===== src/hdl/stereo_peak_meter_auto_range_assert.svh =====
// ----------------------------------------------------------------------------
// spmar assertion macros
// assertion forms for the peak meter controller
// ----------------------------------------------------------------------------
`ifndef STEREO_PEAK_METER_AUTO_RANGE_ASSERT_SVH
`define STEREO_PEAK_METER_AUTO_RANGE_ASSERT_SVH

// implication checked every clock, quiet in reset
`define SPMAR_ASSERT_IMP(label, clk, rst, ante, cons) \
   label: assert property (@(posedge clk) disable iff (rst) (ante) |-> (cons)) \
      else $error("spmar check failed");

// next-cycle implication
`define SPMAR_ASSERT_NEXT(label, clk, rst, ante, cons) \
   label: assert property (@(posedge clk) disable iff (rst) (ante) |=> (cons)) \
      else $error("spmar check failed");

`endif


===== src/hdl/spmar_pkg.sv =====
// ----------------------------------------------------------------------------
// spmar_pkg
// shared types and constants of the stereo peak meter
// ----------------------------------------------------------------------------
package spmar_pkg;

   localparam int BarCountDefault      = 8;
   localparam int SubsampleTapsDefault = 64;

   localparam logic [15:0] FloorPeakReset    = 16'd4096;
   localparam logic [3:0]  DecayShiftReset   = 4'd5;
   localparam logic [15:0] StaleWindowReset  = 16'd260;
   localparam logic [15:0] RefreshPeriodReset = 16'd33;
   localparam logic [6:0]  RiseMinReset      = 7'd6;
   localparam logic [6:0]  FallMinReset      = 7'd3;
   localparam logic [15:0] FullScaleReset    = 16'd4096;

   localparam logic [2:0] CSR_FLOOR   = 3'd0;
   localparam logic [2:0] CSR_DECAY   = 3'd1;
   localparam logic [2:0] CSR_STALE   = 3'd2;
   localparam logic [2:0] CSR_REFRESH = 3'd3;
   localparam logic [2:0] CSR_RISE    = 3'd4;
   localparam logic [2:0] CSR_FALL    = 3'd5;

   localparam logic FUNC_FRAME   = 1'b0;
   localparam logic FUNC_REFRESH = 1'b1;
   localparam logic KIND_LEVELS  = 1'b0;
   localparam logic KIND_BAR     = 1'b1;

   localparam int DivBits = 24;

   typedef struct packed {
      logic        func;
      logic [15:0] left_sample;
      logic [15:0] right_sample;
      logic [14:0] buffer_frames;
      logic        last_frame;
      logic [31:0] time_ms;
   } req_type;

   typedef struct packed {
      logic       kind;
      logic [6:0] left_percent;
      logic [6:0] right_percent;
      logic [2:0] bar_index;
      logic [6:0] bar_level;
      logic [5:0] bar_height;
      logic       bar_changed;
      logic       signal_fresh;
      logic       last_result;
   } rsp_type;

   typedef struct packed {
      logic [15:0] floor_peak;
      logic [3:0]  decay_shift;
      logic [15:0] stale_window_ms;
      logic [15:0] refresh_period_ms;
      logic [6:0]  rise_min_step;
      logic [6:0]  fall_min_step;
   } cfg_type;

   // controller to datapath
   typedef struct packed {
      logic frame_load;   // register item, run frame peak update
      logic scale_sel;    // 0 left, 1 right
      logic scale_run;    // update full scale and start divide
      logic div_step;
      logic level_store;
      logic end_buffer;
      logic refresh_load;
      logic bar_step;
      logic rsp_load_levels;
      logic rsp_load_bar;
   } cmd_type;

   // datapath to controller
   typedef struct packed {
      logic is_refresh;
      logic is_last;
      logic refresh_ok;
      logic div_done;
      logic bar_last;
   } sts_type;

   function automatic logic [15:0] magnitude(input logic [15:0] s);
      logic [16:0] m;
      m = s[15] ? (17'h10000 - {1'b0, s}) : {1'b0, s};
      return m[15:0] | {m[16], 15'd0};
   endfunction

endpackage


===== src/hdl/spmar_if.sv =====
// ----------------------------------------------------------------------------
// spmar_if
// valid/ready channel carrying one payload
// ----------------------------------------------------------------------------
interface spmar_if #(parameter type payload_type = logic) ();
   logic        valid;
   logic        ready;
   payload_type data;
   modport source (output valid, output data, input ready);
   modport sink (input valid, input data, output ready);
endinterface


===== src/hdl/spmar_ctrl.sv =====
// ----------------------------------------------------------------------------
// spmar_ctrl
// sequencer for frame, buffer end and bar refresh work
// ----------------------------------------------------------------------------
module spmar_ctrl
   import spmar_pkg::*;
(
   input  logic    clock,
   input  logic    reset,
   input  logic    req_valid,
   output logic    req_ready,
   input  logic    rsp_busy,
   input  sts_type sts,
   output cmd_type cmd
);

   `include "stereo_peak_meter_auto_range_assert.svh"

   typedef enum logic [6:0] {
      ST_IDLE   = 7'b0000001,
      ST_DECODE = 7'b0000010,
      ST_SCALE  = 7'b0000100,
      ST_DIV    = 7'b0001000,
      ST_LEVOUT = 7'b0010000,
      ST_BAR    = 7'b0100000,
      ST_BAROUT = 7'b1000000
   } state_type;

   state_type state_ff, state_in;
   logic      side_ff, side_in;

   always_ff @(posedge clock) begin
      if (reset) begin
         state_ff <= ST_IDLE;
         side_ff  <= 1'b0;
      end else begin
         state_ff <= state_in;
         side_ff  <= side_in;
      end
   end

   always_comb begin
      state_in  = state_ff;
      side_in   = side_ff;
      cmd       = '0;
      req_ready = 1'b0;
      cmd.scale_sel = side_ff;
      case (state_ff)
         ST_IDLE: begin
            req_ready = 1'b1;
            if (req_valid) begin
               cmd.frame_load = 1'b1;
               state_in = ST_DECODE;
            end
         end
         ST_DECODE: begin
            if (sts.is_refresh) begin
               if (sts.refresh_ok) begin
                  cmd.refresh_load = 1'b1;
                  state_in = ST_BAR;
               end else begin
                  state_in = ST_IDLE;
               end
            end else if (sts.is_last) begin
               side_in  = 1'b0;
               state_in = ST_SCALE;
            end else begin
               state_in = ST_IDLE;
            end
         end
         ST_SCALE: begin
            cmd.scale_run = 1'b1;
            state_in = ST_DIV;
         end
         ST_DIV: begin
            if (sts.div_done) begin
               cmd.level_store = 1'b1;
               if (side_ff) begin
                  state_in = ST_LEVOUT;
               end else begin
                  side_in  = 1'b1;
                  state_in = ST_SCALE;
               end
            end else begin
               cmd.div_step = 1'b1;
            end
         end
         ST_LEVOUT: begin
            if (!rsp_busy) begin
               cmd.rsp_load_levels = 1'b1;
               cmd.end_buffer = 1'b1;
               state_in = ST_IDLE;
            end
         end
         ST_BAR: begin
            state_in = ST_BAROUT;
         end
         ST_BAROUT: begin
            if (!rsp_busy) begin
               cmd.rsp_load_bar = 1'b1;
               cmd.bar_step = 1'b1;
               state_in = sts.bar_last ? ST_IDLE : ST_BAR;
            end
         end
         default: begin
            state_in = ST_IDLE;
         end
      endcase
   end

   `SPMAR_ASSERT_IMP(a_ready_idle, clock, reset, req_ready, state_ff == ST_IDLE)
   `SPMAR_ASSERT_NEXT(a_load_decode, clock, reset, cmd.frame_load, state_ff == ST_DECODE)
   `SPMAR_ASSERT_IMP(a_one_load, clock, reset, 1'b1, !(cmd.rsp_load_levels && cmd.rsp_load_bar))

endmodule


===== src/hdl/spmar_dp.sv =====
// ----------------------------------------------------------------------------
// spmar_dp
// peak tracking, full scale, serial percent divider and bar smoothing
// ----------------------------------------------------------------------------
module spmar_dp
   import spmar_pkg::*;
#(
   parameter int BAR_COUNT      = BarCountDefault,
   parameter int SUBSAMPLE_TAPS = SubsampleTapsDefault
) (
   input  logic    clock,
   input  logic    reset,
   input  req_type req_data,
   input  cfg_type cfg,
   input  cmd_type cmd,
   output sts_type sts,
   output rsp_type rsp_item
);

   localparam int BarBits  = (BAR_COUNT > 1) ? $clog2(BAR_COUNT) : 1;
   localparam int StepBits = 15;
   // step by reciprocal multiply, exact for 15-bit frame counts
   localparam int TapBits    = $clog2(SUBSAMPLE_TAPS);
   localparam int RecipShift = StepBits + TapBits;
   localparam int RecipMul   = ((1 << RecipShift) + SUBSAMPLE_TAPS - 1) / SUBSAMPLE_TAPS;

   req_type       item_ff;
   logic [15:0]   fs_ff, fs_in;
   logic [15:0]   lpk_ff, rpk_ff;
   logic [StepBits-1:0] step_ff, skip_ff;
   logic          inbuf_ff;
   logic [6:0]    llev_ff, rlev_ff;
   logic [31:0]   sig_time_ff, ref_time_ff;
   logic [6:0]    bars_ff [BAR_COUNT];
   logic [BarBits-1:0] bar_ff;
   logic          fresh_ff;
   logic [6:0]    tgt_ff;

   // divider
   logic [DivBits-1:0] rem_ff, quo_ff;
   logic [15:0]   den_ff;
   logic [4:0]    cnt_ff;

   // frame path
   logic [14:0]   frames;
   logic [31:0]   st_prod;
   logic [StepBits-1:0] st, step_eff, skip_eff, skip_nx;
   logic [15:0]   lmag, rmag, lbase, rbase;

   assign frames   = req_data.buffer_frames;
   assign st_prod  = {17'd0, frames} * 32'(RecipMul);
   assign st       = StepBits'(st_prod >> RecipShift);
   assign step_eff = inbuf_ff ? step_ff : ((st == '0) ? StepBits'(1) : st);
   assign skip_eff = inbuf_ff ? skip_ff : '0;
   assign skip_nx  = ((skip_eff + 1'b1) >= step_eff) ? '0 : skip_eff + 1'b1;
   assign lmag     = magnitude(req_data.left_sample);
   assign rmag     = magnitude(req_data.right_sample);
   assign lbase    = inbuf_ff ? lpk_ff : '0;
   assign rbase    = inbuf_ff ? rpk_ff : '0;

   // full scale update
   logic [15:0] peak, fl, decay, dyn;
   logic [16:0] dsum;
   always_comb begin
      peak  = cmd.scale_sel ? rpk_ff : lpk_ff;
      fl    = (cfg.floor_peak == '0) ? 16'd1 : cfg.floor_peak;
      decay = fs_ff >> cfg.decay_shift;
      dsum  = {1'b0, decay} + {1'b0, fl};
      if (peak > fs_ff) begin
         dyn = peak;
      end else begin
         dyn = ({1'b0, fs_ff} > dsum) ? (fs_ff - decay) : fl;
         if (peak > dyn) dyn = peak;
      end
      if (dyn < fl) dyn = fl;
      fs_in = dyn;
   end

   // restoring divide step
   logic [DivBits:0]   trial;
   logic [DivBits-1:0] rem_sh;
   logic [6:0]         pct;
   assign rem_sh = {rem_ff[DivBits-2:0], quo_ff[DivBits-1]};
   assign trial  = {1'b0, rem_sh} - {{(DivBits-15){1'b0}}, den_ff};
   assign pct    = (quo_ff > DivBits'(100)) ? 7'd100 : quo_ff[6:0];

   // refresh checks
   logic [31:0] since_sig;
   logic        fresh_now;
   assign since_sig = item_ff.time_ms - sig_time_ff;
   assign fresh_now = (sig_time_ff != '0) && (since_sig <= {16'd0, cfg.stale_window_ms});

   // bar target, selected by index
   logic [8:0] lv, tgt_w;
   always_comb begin
      lv = {2'b0, (bar_ff < BarBits'(BAR_COUNT / 2)) ? llev_ff : rlev_ff};
      case (bar_ff)
         3'd0, 3'd7: tgt_w = 9'(({7'd0, lv} * 16'd86) >> 8);
         3'd1, 3'd6: tgt_w = lv >> 1;
         3'd2, 3'd5: tgt_w = (lv * 9'd3) >> 2;
         default:    tgt_w = lv;
      endcase
   end

   // smoothing
   logic [6:0] cur, nxt, ris, fstp;
   logic [7:0] diff, half;
   logic [16:0] h30;
   always_comb begin
      cur  = bars_ff[bar_ff];
      nxt  = cur;
      diff = '0;
      half = '0;
      fstp = '0;
      ris  = '0;
      if (cur < tgt_ff) begin
         nxt = tgt_ff;
      end else if (cur > tgt_ff) begin
         diff = {1'b0, cur} - {1'b0, tgt_ff};
         half = (diff + 8'd1) >> 1;
         fstp = (half[6:0] > cfg.fall_min_step) ? half[6:0] : cfg.fall_min_step;
         ris  = cur - tgt_ff;
         nxt  = (fstp < ris) ? cur - fstp : tgt_ff;
      end
      h30 = ({10'd0, nxt} * 17'd1230) >> 12;
   end

   // result words
   rsp_type lev_rsp, bar_rsp;
   always_comb begin
      lev_rsp = '0;
      lev_rsp.kind = KIND_LEVELS;
      lev_rsp.left_percent = llev_ff;
      lev_rsp.right_percent = rlev_ff;
      lev_rsp.last_result = 1'b1;
      bar_rsp = '0;
      bar_rsp.kind = KIND_BAR;
      bar_rsp.bar_index = 3'(bar_ff);
      bar_rsp.bar_level = nxt;
      bar_rsp.bar_height = 6'(6'd4 + h30[5:0]);
      bar_rsp.bar_changed = (nxt != cur);
      bar_rsp.signal_fresh = fresh_ff;
      bar_rsp.last_result = (bar_ff == BarBits'(BAR_COUNT - 1));
   end

   always_ff @(posedge clock) begin
      if (cmd.frame_load) item_ff <= req_data;
      if (cmd.scale_run) begin
         den_ff <= fs_in;
         rem_ff <= '0;
         quo_ff <= DivBits'(peak) * DivBits'(100);
         cnt_ff <= '0;
      end else if (cmd.div_step) begin
         rem_ff <= trial[DivBits] ? rem_sh : trial[DivBits-1:0];
         quo_ff <= {quo_ff[DivBits-2:0], ~trial[DivBits]};
         cnt_ff <= cnt_ff + 5'd1;
      end
      if (cmd.refresh_load) begin
         fresh_ff <= fresh_now;
      end
   end

   logic [6:0] tsel;
   assign tsel = fresh_ff ? tgt_w[6:0] : 7'd0;

   always_ff @(posedge clock) begin
      if (reset) begin
         fs_ff <= FullScaleReset;
         lpk_ff <= '0;
         rpk_ff <= '0;
         step_ff <= '0;
         skip_ff <= '0;
         inbuf_ff <= 1'b0;
         llev_ff <= '0;
         rlev_ff <= '0;
         sig_time_ff <= '0;
         ref_time_ff <= '0;
         bar_ff <= '0;
         for (int i = 0; i < BAR_COUNT; i++) bars_ff[i] <= '0;
         rsp_item <= '0;
      end else begin
         if (cmd.frame_load && req_data.func == FUNC_FRAME) begin
            step_ff <= step_eff;
            skip_ff <= skip_nx;
            inbuf_ff <= 1'b1;
            lpk_ff <= (skip_eff == '0 && lmag > lbase) ? lmag : lbase;
            rpk_ff <= (skip_eff == '0 && rmag > rbase) ? rmag : rbase;
         end
         if (cmd.scale_run) fs_ff <= fs_in;
         if (cmd.level_store) begin
            if (cmd.scale_sel) rlev_ff <= pct;
            else llev_ff <= pct;
         end
         if (cmd.end_buffer) begin
            inbuf_ff <= 1'b0;
            sig_time_ff <= item_ff.time_ms;
         end
         if (cmd.refresh_load) begin
            ref_time_ff <= item_ff.time_ms;
            bar_ff <= '0;
         end
         if (cmd.rsp_load_levels) begin
            rsp_item <= lev_rsp;
         end else if (cmd.rsp_load_bar) begin
            bars_ff[bar_ff] <= nxt;
            rsp_item <= bar_rsp;
         end
         if (cmd.bar_step) bar_ff <= bar_ff + 1'b1;
      end
      if (cmd.refresh_load) tgt_ff <= '0;
      else if (!cmd.rsp_load_bar) tgt_ff <= tsel;
   end

   assign sts.is_refresh = item_ff.func == FUNC_REFRESH;
   assign sts.is_last    = item_ff.last_frame;
   assign sts.refresh_ok = (item_ff.time_ms - ref_time_ff) >= {16'd0, cfg.refresh_period_ms};
   assign sts.div_done   = cnt_ff == 5'(DivBits);
   assign sts.bar_last   = bar_ff == BarBits'(BAR_COUNT - 1);

endmodule


===== src/hdl/stereo_peak_meter_auto_range.sv =====
// a plain frame gives no result; a last frame gives its levels result after two 24-step divides
// a last frame blocks the input until its levels result is loaded, mostly while the serial percent divider runs
// a due bar refresh gives 8 results, one per bar; each waits while the result side stalls
// reset: synchronous active-high, clears the control, peak, level and bar state, registers return to defaults
// ----------------------------------------------------------------------------
// stereo_peak_meter_auto_range
// stereo peak meter with auto-ranging full scale and eight-bar display
// ----------------------------------------------------------------------------
module stereo_peak_meter_auto_range
   import spmar_pkg::*;
#(
   parameter int BAR_COUNT      = BarCountDefault,
   parameter int SUBSAMPLE_TAPS = SubsampleTapsDefault
) (
   input  logic        clock,
   input  logic        reset,
   spmar_if.sink       req,
   spmar_if.source     rsp,
   input  logic        csr_write_enable,
   input  logic [2:0]  csr_index,
   input  logic [15:0] csr_write_data
);

   cfg_type cfg_ff;
   cmd_type cmd;
   sts_type sts;
   rsp_type item;
   logic    rsp_valid_ff;

   always_ff @(posedge clock) begin
      if (reset) begin
         cfg_ff <= '{FloorPeakReset, DecayShiftReset, StaleWindowReset,
                     RefreshPeriodReset, RiseMinReset, FallMinReset};
      end else if (csr_write_enable) begin
         case (csr_index)
            CSR_FLOOR:   cfg_ff.floor_peak <= csr_write_data;
            CSR_DECAY:   cfg_ff.decay_shift <= csr_write_data[3:0];
            CSR_STALE:   cfg_ff.stale_window_ms <= csr_write_data;
            CSR_REFRESH: cfg_ff.refresh_period_ms <= csr_write_data;
            CSR_RISE:    cfg_ff.rise_min_step <= csr_write_data[6:0];
            CSR_FALL:    cfg_ff.fall_min_step <= csr_write_data[6:0];
            default: begin
            end
         endcase
      end
   end

   always_ff @(posedge clock) begin
      if (reset) rsp_valid_ff <= 1'b0;
      else if (cmd.rsp_load_levels || cmd.rsp_load_bar) rsp_valid_ff <= 1'b1;
      else if (rsp.ready) rsp_valid_ff <= 1'b0;
   end

   spmar_ctrl u_ctrl (
      .clock, .reset,
      .req_valid(req.valid), .req_ready(req.ready),
      .rsp_busy(rsp_valid_ff && !rsp.ready),
      .sts, .cmd
   );

   spmar_dp #(.BAR_COUNT(BAR_COUNT), .SUBSAMPLE_TAPS(SUBSAMPLE_TAPS)) u_dp (
      .clock, .reset, .req_data(req.data), .cfg(cfg_ff),
      .cmd, .sts, .rsp_item(item)
   );

   assign rsp.valid = rsp_valid_ff;
   assign rsp.data  = item;

endmodule


===== src/flat_wrapper.sv =====
// flat-port wrapper written by rule: the top's interface ports become plain ports
module stereo_peak_meter_auto_range_flat import spmar_pkg::*;
#(
   parameter int BAR_COUNT      = BarCountDefault,
   parameter int SUBSAMPLE_TAPS = SubsampleTapsDefault
)
  (clock, reset, csr_write_enable, csr_index, csr_write_data, req_valid, req_data, req_ready, rsp_valid, rsp_data, rsp_ready);
  spmar_if #(.payload_type(req_type)) req_i ();
  spmar_if #(.payload_type(rsp_type)) rsp_i ();
  input  logic clock;
  input  logic reset;
  input  logic csr_write_enable;
  input  logic [2:0] csr_index;
  input  logic [15:0] csr_write_data;
  input wire logic [$bits(req_i.valid)-1:0] req_valid;
  input wire logic [$bits(req_i.data)-1:0] req_data;
  output wire logic [$bits(req_i.ready)-1:0] req_ready;
  output wire logic [$bits(rsp_i.valid)-1:0] rsp_valid;
  output wire logic [$bits(rsp_i.data)-1:0] rsp_data;
  input wire logic [$bits(rsp_i.ready)-1:0] rsp_ready;
  assign req_i.valid = req_valid;
  assign req_i.data = req_data;
  assign req_ready = req_i.ready;
  assign rsp_valid = rsp_i.valid;
  assign rsp_data = rsp_i.data;
  assign rsp_i.ready = rsp_ready;
  stereo_peak_meter_auto_range #(.BAR_COUNT(BAR_COUNT), .SUBSAMPLE_TAPS(SUBSAMPLE_TAPS)) u_core (.clock(clock), .reset(reset), .req(req_i), .rsp(rsp_i), .csr_write_enable(csr_write_enable), .csr_index(csr_index), .csr_write_data(csr_write_data));
endmodule

===== config.mk =====
export PLATFORM = sky130hd
export DESIGN_NAME = stereo_peak_meter_auto_range_flat
export DESIGN_NICKNAME = d
export VERILOG_FILES = /design/src/hdl/spmar_pkg.sv /design/src/hdl/spmar_if.sv /design/src/hdl/spmar_ctrl.sv /design/src/hdl/spmar_dp.sv /design/src/hdl/stereo_peak_meter_auto_range.sv /design/src/flat_wrapper.sv
export VERILOG_INCLUDE_DIRS = /design/src /design/src/hdl
export SDC_FILE = /design/constraint.sdc
export NUM_CORES = 2
export LEC_CHECK = 0
export BUFFER_PORTS_ARGS = -buffer_cell sky130_fd_sc_hd__buf_2
export CAP_MARGIN = 10
export CORE_ASPECT_RATIO = 0.75
export CORE_MARGIN = 4
export CORE_UTILIZATION = 35
export DETAILED_ROUTE_END_ITERATION = 6
export GPL_TIMING_DRIVEN = 0
export PLACE_DENSITY_LB_ADDON = 0.05
export SYNTH_ARGS = -nofsm -noshare
export SYNTH_HDL_FRONTEND = slang
export SYNTH_SLANG_ARGS = --single-unit

===== constraint.sdc =====
create_clock -name clock -period 20.4 [get_ports clock]
set_input_delay 2.04 -clock clock [delete_from_list [all_inputs] [get_ports clock]]
set_output_delay 2.04 -clock clock [all_outputs]
set_load 0.01 [all_outputs]

## Yosys cells after proc, flatten, opt, wreduce, memory -nomap -nowiden

Memories as Yosys holds them, arrays and structs flattened. A register that Yosys moved wholly into a read port is not among the register bits.
Cells that the tools add are included.
Widths: inputs -> output; s select.

- $lt $le $gt $ge: 15
- Multiplexer cells: 71
- $mul: 4
- Bitwise gates (word level): 5
- Shift operators: 1
- $add $sub $neg: 15
- Equality and inequality tests: 24
- Reduce and logical (&&, ||, !) cells: 32

Operators with widths:

| kind | number |
|---|---|
| $mux 16 | 10 |
| $mux 7 | 13 |
| $mux 23 | 3 |
| $mux 33 | 2 |
| $gt 16x16->1 | 4 |
| $sub 32x32->32 | 2 |
| $pmux 7 s7 | 1 |
| $mux 15 | 3 |
| $mux 17 | 2 |
| $sub 17x16->17 const A | 2 |
| $ge 32x16->1 | 1 |
| $le 32x16->1 | 1 |
| $or 16x16->16 | 2 |
| $reduce_bool 32->1 | 1 |
| $logic_not 15->1 | 2 |
| $sub 24x16->25 | 1 |
| $gt 24x7->1 const B | 1 |
| $mux 1 | 24 |
| $mul 16x5->21 const B | 1 |
| $pmux 7 s3 | 1 |
| $mux 3 | 6 |
| $add 16x16->17 | 1 |
| $gt 16x17->1 | 1 |
| $logic_not 16->1 | 1 |
| other kinds (46) | 81 |

- Output and inout bits: 36
- Memories kept: 1
- Bits in registers: 372
- Word-level logic and storage cells: 206
- Bits in writable memories: 56

Memory list:

| memory | depth | bits a word | rd ports | clocked after Yosys merged registers in | write ports | line | text |
|---|---|---|---|---|---|---|---|
| u_core.u_dp.bars_ff | 8 | 7 | 1 | 1 | 8 | spmar_dp.sv:34 | `logic [6:0] bars_ff [BAR_COUNT];` |

## Depth between registers and ports, before layout

- Depth in word-level cells: 12
- Mapped depth: 56
- Mapped depth without buffers: 51

## Hierarchy

From an unflattened synthesis, not the netlist that was laid out.

- Cells, all modules: 3,784
- Area total of the unflattened synthesis: 33,343.2 sq um

By module, submodules not included:

| module | sequential area each (sq um) | area each (sq um) | cells an instance | times used |
|---|---|---|---|---|
| spmar_dp | 8,548.2 | 29,962.5 | 3,454 | 1 |
| stereo_peak_meter_auto_range | 1,341.3 | 2,698.8 | 251 | 1 |
| spmar_ctrl | 160.2 | 681.9 | 79 | 1 |

## Worst setup path before layout

Ideal clock, no wire load.

- Kind: register to register
- Start point: register with a tool-made name
- End point: register u_core.u_dp.rsp_item[7] in the netlist's numbering
- Buffers on the path: 4
- Clock period less this slack: 10.681 ns
- Cell stages (with the launch flop): 47
- Setup time: 0.065 ns
- Setup slack: 9.719 ns
- Data required time: 20.335 ns
- Data arrival time: 10.616 ns
- Path through: dfxtp_1 > buf_6 > buf_2 > mux4_2 > mux2i_1 > inv_1 > ha_1 > inv_1 > ha_1 > ha_1 > o311a_1 > o41ai_2 > xor2_1 > ha_1 > nand4_1 > or2_1 > o21ai_4 > mux2_2 > (+11 left out) > ha_1 > fa_1 > inv_1 > fa_1 > ha_1 > ha_1 > a21o_1 > a21o_1 > a21oi_1 > inv_1 > a21oi_1 > o41ai_2 > o41ai_1 > xnor2_1 > ha_1 > xnor3_1 > o21a_1 > nor2_1

RTL lines:

| what | line | text |
|---|---|---|
| to (signal assigned) | spmar_dp.sv:203 | `rsp_item <= lev_rsp;` |
| to (signal assigned) | spmar_dp.sv:206 | `rsp_item <= bar_rsp;` |
| to (decl) | spmar_dp.sv:17 | `output rsp_type rsp_item` |

## Final worst setup path

- Start point: register u_core.cfg_ff[47] in the netlist's numbering
- End point: register u_core.u_dp.fs_ff[15]

- Cells in the longest elaborated chain, start to end: 9
- Elaborated cells on any way between the ends: 10
- Those cells by class: add/sub (2); order compare (3); shift (1); mux (4)

Ends and longest elaborated chain:

| what | line | text |
|---|---|---|
| from (decl) | stereo_peak_meter_auto_range.sv:24 | `cfg_type cfg_ff;` |
| from (signal assigned) | stereo_peak_meter_auto_range.sv:32 | `cfg_ff <= '{FloorPeakReset, DecayShiftReset, StaleWindowReset,` |
| $shr 16x4->16 (*) | spmar_dp.sv:67 | `decay = fs_ff >> cfg.decay_shift;` |
| $add 16x16->17 | spmar_dp.sv:68 | `dsum = {1'b0, decay} + {1'b0, fl};` |
| $gt 16x17->1 | spmar_dp.sv:72 | `dyn = ({1'b0, fs_ff} > dsum) ? (fs_ff - decay) : fl;` |
| $mux 16 (*) | spmar_dp.sv:72 |  |
| $gt 16x16->1 | spmar_dp.sv:73 | `if (peak > dyn) dyn = peak;` |
| $mux 16 (*) | spmar_dp.sv:73 |  |
| $mux 16 (*) | spmar_dp.sv:69 | `if (peak > fs_ff) begin` |
| $lt 16x16->1 | spmar_dp.sv:75 | `if (dyn < fl) dyn = fl;` |
| $mux 16 (*) | spmar_dp.sv:75 |  |
| via u_core.u_dp.dyn[15] | spmar_dp.sv:62 | `logic [15:0] peak, fl, decay, dyn;` |
| to (signal assigned) | spmar_dp.sv:168 | `fs_ff <= FullScaleReset;` |
| to (signal assigned) | spmar_dp.sv:189 | `if (cmd.scale_run) fs_ff <= fs_in;` |
| to (decl) | spmar_dp.sv:28 | `logic [15:0] fs_ff, fs_in;` |

Mark *: on every way through the listed nets, which the timed path passes. The rest lies on a longest branch.
A chain may end at the register's enable or synchronous reset.

==> reports/qor.yml <==
cp.required_ns: 20.90
drt-vias-per-instance: 5.18
start_util_pct: 35.5
syn_to_final_growth_pct: 11.7
die_height_um: 273
gr-total-overflow: 0
synth_warnings: 0
timing.rr.start: "u_core.cfg_ff[47]"
firstDrtPassIters: 5
ys_types: 94
core_mm2: 0.0920
period_minus_slack_ns: 12.57
setup_viol: 0
design_area_mm2: 0.0365
period_share_pct: 61.6
startpoint_type: "flip-flop"
setup_tns_ns: 0
end_kind: "flip-flop"
dieArea_mm2: 0.0983
tightest_slew_ns: 1.25
critical_path_arrival_ns: 13.07
yosys_register_bits: 431
clk_pin_slew_ns: 0.07
grt_pass1_vias: 26500
cp_common_cell: "a21oi_1"
status: "finished clean"
synth_area_per_cell_um2: 8.37
power_density_mw_per_mm2: 75.5
cts.sinks: 431
track_usage_pct: 21.6
drt-total-wl_um: 109000
cts.path.max_buffers: 3
place_area_mm2: 0.0349
htreeDepth: 2
die_x_um: 361
syn_inst: 3904
final_net_count: 4656
cts_resized: 0
antenna_found_initial: 7
slew_violations: 0
synth_edf_count: 128
vias: 27700
slew_headroom_pct: 16.9
worstHoldPathType: "flip-flop to flip-flop"
drc: 0
postCtsSetupRepairBufs: 0
yosysSeqAreaShare_pct: 30.3
numCtsBuffers: 51
wl_per_cell_um: 20.3
row_count: 96
crit_slowest_cell: "buf_1"
hold_violations: 0
async_flop_share_pct: 0
critical_path_class: "flip-flop to flip-flop"
ys.flop_type: "dfxtp_1"
place_congestion: 0.868
drt_iter0_drc: 2216
min_from: "u_core.u_dp.rsp_item[3]"
grt_max_degree: 35
synth_nets: 4471
cts_tree: "yes"
detail-route-antenna-nets: 0
pin_count: 141
startpoint: "u_core.cfg_ff[47]"
leakage_nw: 15.3
synth_area_mm2: 0.0327
slowest_delay_ns: 0.53
finClkSkew_ns: 0.0207
place_hpwl_um: 87100
insertion_delay_ns: 0.61
peakVddDrop_mv: 0.0527
max_freq_mhz: 79.6
numPortBuffers: 132
path_max_fanout: 10
maxCapViolations: 0
rsz0062_at_grt: "false"
drive_above_1_share_pct: 7.68
clockRootBuffer: "clkbuf_16"
cts_hold_buf: 0
final_util_pct: 39.7
grt_pass1_wl_um: 165000
[layout make-up]
class                   count  area (um2)
fillers                  9685       55500
inverters                 393        1480
clock inverters            24         215
plain buffers             166         659
flip-flops and latches    431        9910
multi-input cells        2914       20600
diodes                      2        5.00
repair buffers            132         661
clock buffers              69        1420
well taps                1225        1530
[synthesized netlist by cell type, types with 103 or more instances]
cell type  instances  share of area [%]
edfxtp_1         128                 12
clkbuf_1         145                1.7
a21oi_1          323                4.9
ha_1             422                 16
nand2_1          512                5.9
o21ai_0          181                2.8
nand3_1          111                1.7
dfxtp_1          303                 19
inv_1            392                4.5
mux2i_1          119                3.6
nor2_1           305                3.5
xnor2_1          103                2.8
[layer usage]
layer | global-route usage, % | wire (um) | vias to the layer above
met5 | 0 | 0 | -
met4 | 3.31 | 1430 | 0
met3 | 2.59 | 5440 | 82
met2 | 30.2 | 42300 | 531
met1 | 35.4 | 59600 | 13100
li1 | - | - | 14000
[state kept, by name, indices dropped and copies added, names as in the netlist, 23 cells and up, named ones only]
register,flops
u_core.cfg_ff,59
u_core.u_dp.bars_ff,56
u_core.u_dp.rsp_item,34
u_core.u_dp.item_ff,32
u_core.u_dp.ref_time_ff,32
u_core.u_dp.sig_time_ff,32
u_core.u_dp.quo_ff,24
u_core.u_dp.rem_ff,23
[metrics by stage]
step	setup WS, ns	hold WS (ns)	std cells	total power, W
finish	7.83	0.452	5356	0.00276
global route	6.72	0.479	5354	0.00295
CTS	7.66	0.455	5354	0.00278
detailed placement	7.72	0.447	5261	0.00184
global placement	7.69	0.445	5261	0.00184
floorplan	9.72	0.436	3904	0.00159
[cells in the final DEF, fill, tap and decap left out, types with 72 or more instances in the layout]
cell	synthesis	routed
a21o_1	90	90
a21oi_1	323	323
buf_2	10	143
clkbuf_1	145	157
dfxtp_1	303	303
edfxtp_1	128	128
ha_1	422	422
inv_1	392	391
mux2i_1	119	119
nand2_1	512	512
nand3_1	111	111
nor2_1	305	305
o21ai_0	181	181
xnor2_1	103	103
xor2_1	72	72
[where the power goes]
group	internal [W]	switching (W)	total, W
Clock	0.000525	0.000403	0.000927
Sequential	0.000906	0.0000193	0.000925
Combinational	0.000361	0.000543	0.000904
[critical path, delay by kind of cell, from the launching register on]
kind                     cells  cell delay, ns
AO/OA/AOI/OAI               31            6.19
XOR/XNOR                     1            0.10
adder cells (fa/ha/maj)      4            1.12
buffers and inverters        7            2.41
flip-flops                   1            0.31
multiplexers                 4            1.17
AND/OR/NAND/NOR              6            1.18
[path summary, 6_finish.rpt]
path	depth (start not counted)	to	slack [ns]
max	53	u_core.u_dp.fs_ff[15]	7.83
min	2	u_core.u_dp.rsp_item[3]	0.45
max reg2reg	53	u_core.u_dp.fs_ff[15]	7.83
min reg2reg	2	u_core.u_dp.rsp_item[3]	0.45
[cells by family (layout without fill, tap and decap cells)]
group           Yosys count  after routing  synth area share (%)
compound gates          868            868                  16.7
xor+xnor                177            177                  4.84
fa+ha+maj               463            463                  18.6
buf+inv                 559            784                  6.53
flops                   431            431                  30.3
mux                     164            164                  5.75
other cells               0              2                     0
simple gates           1242           1242                  17.2
No activity file was read; power rests on OpenSTA's default activity.
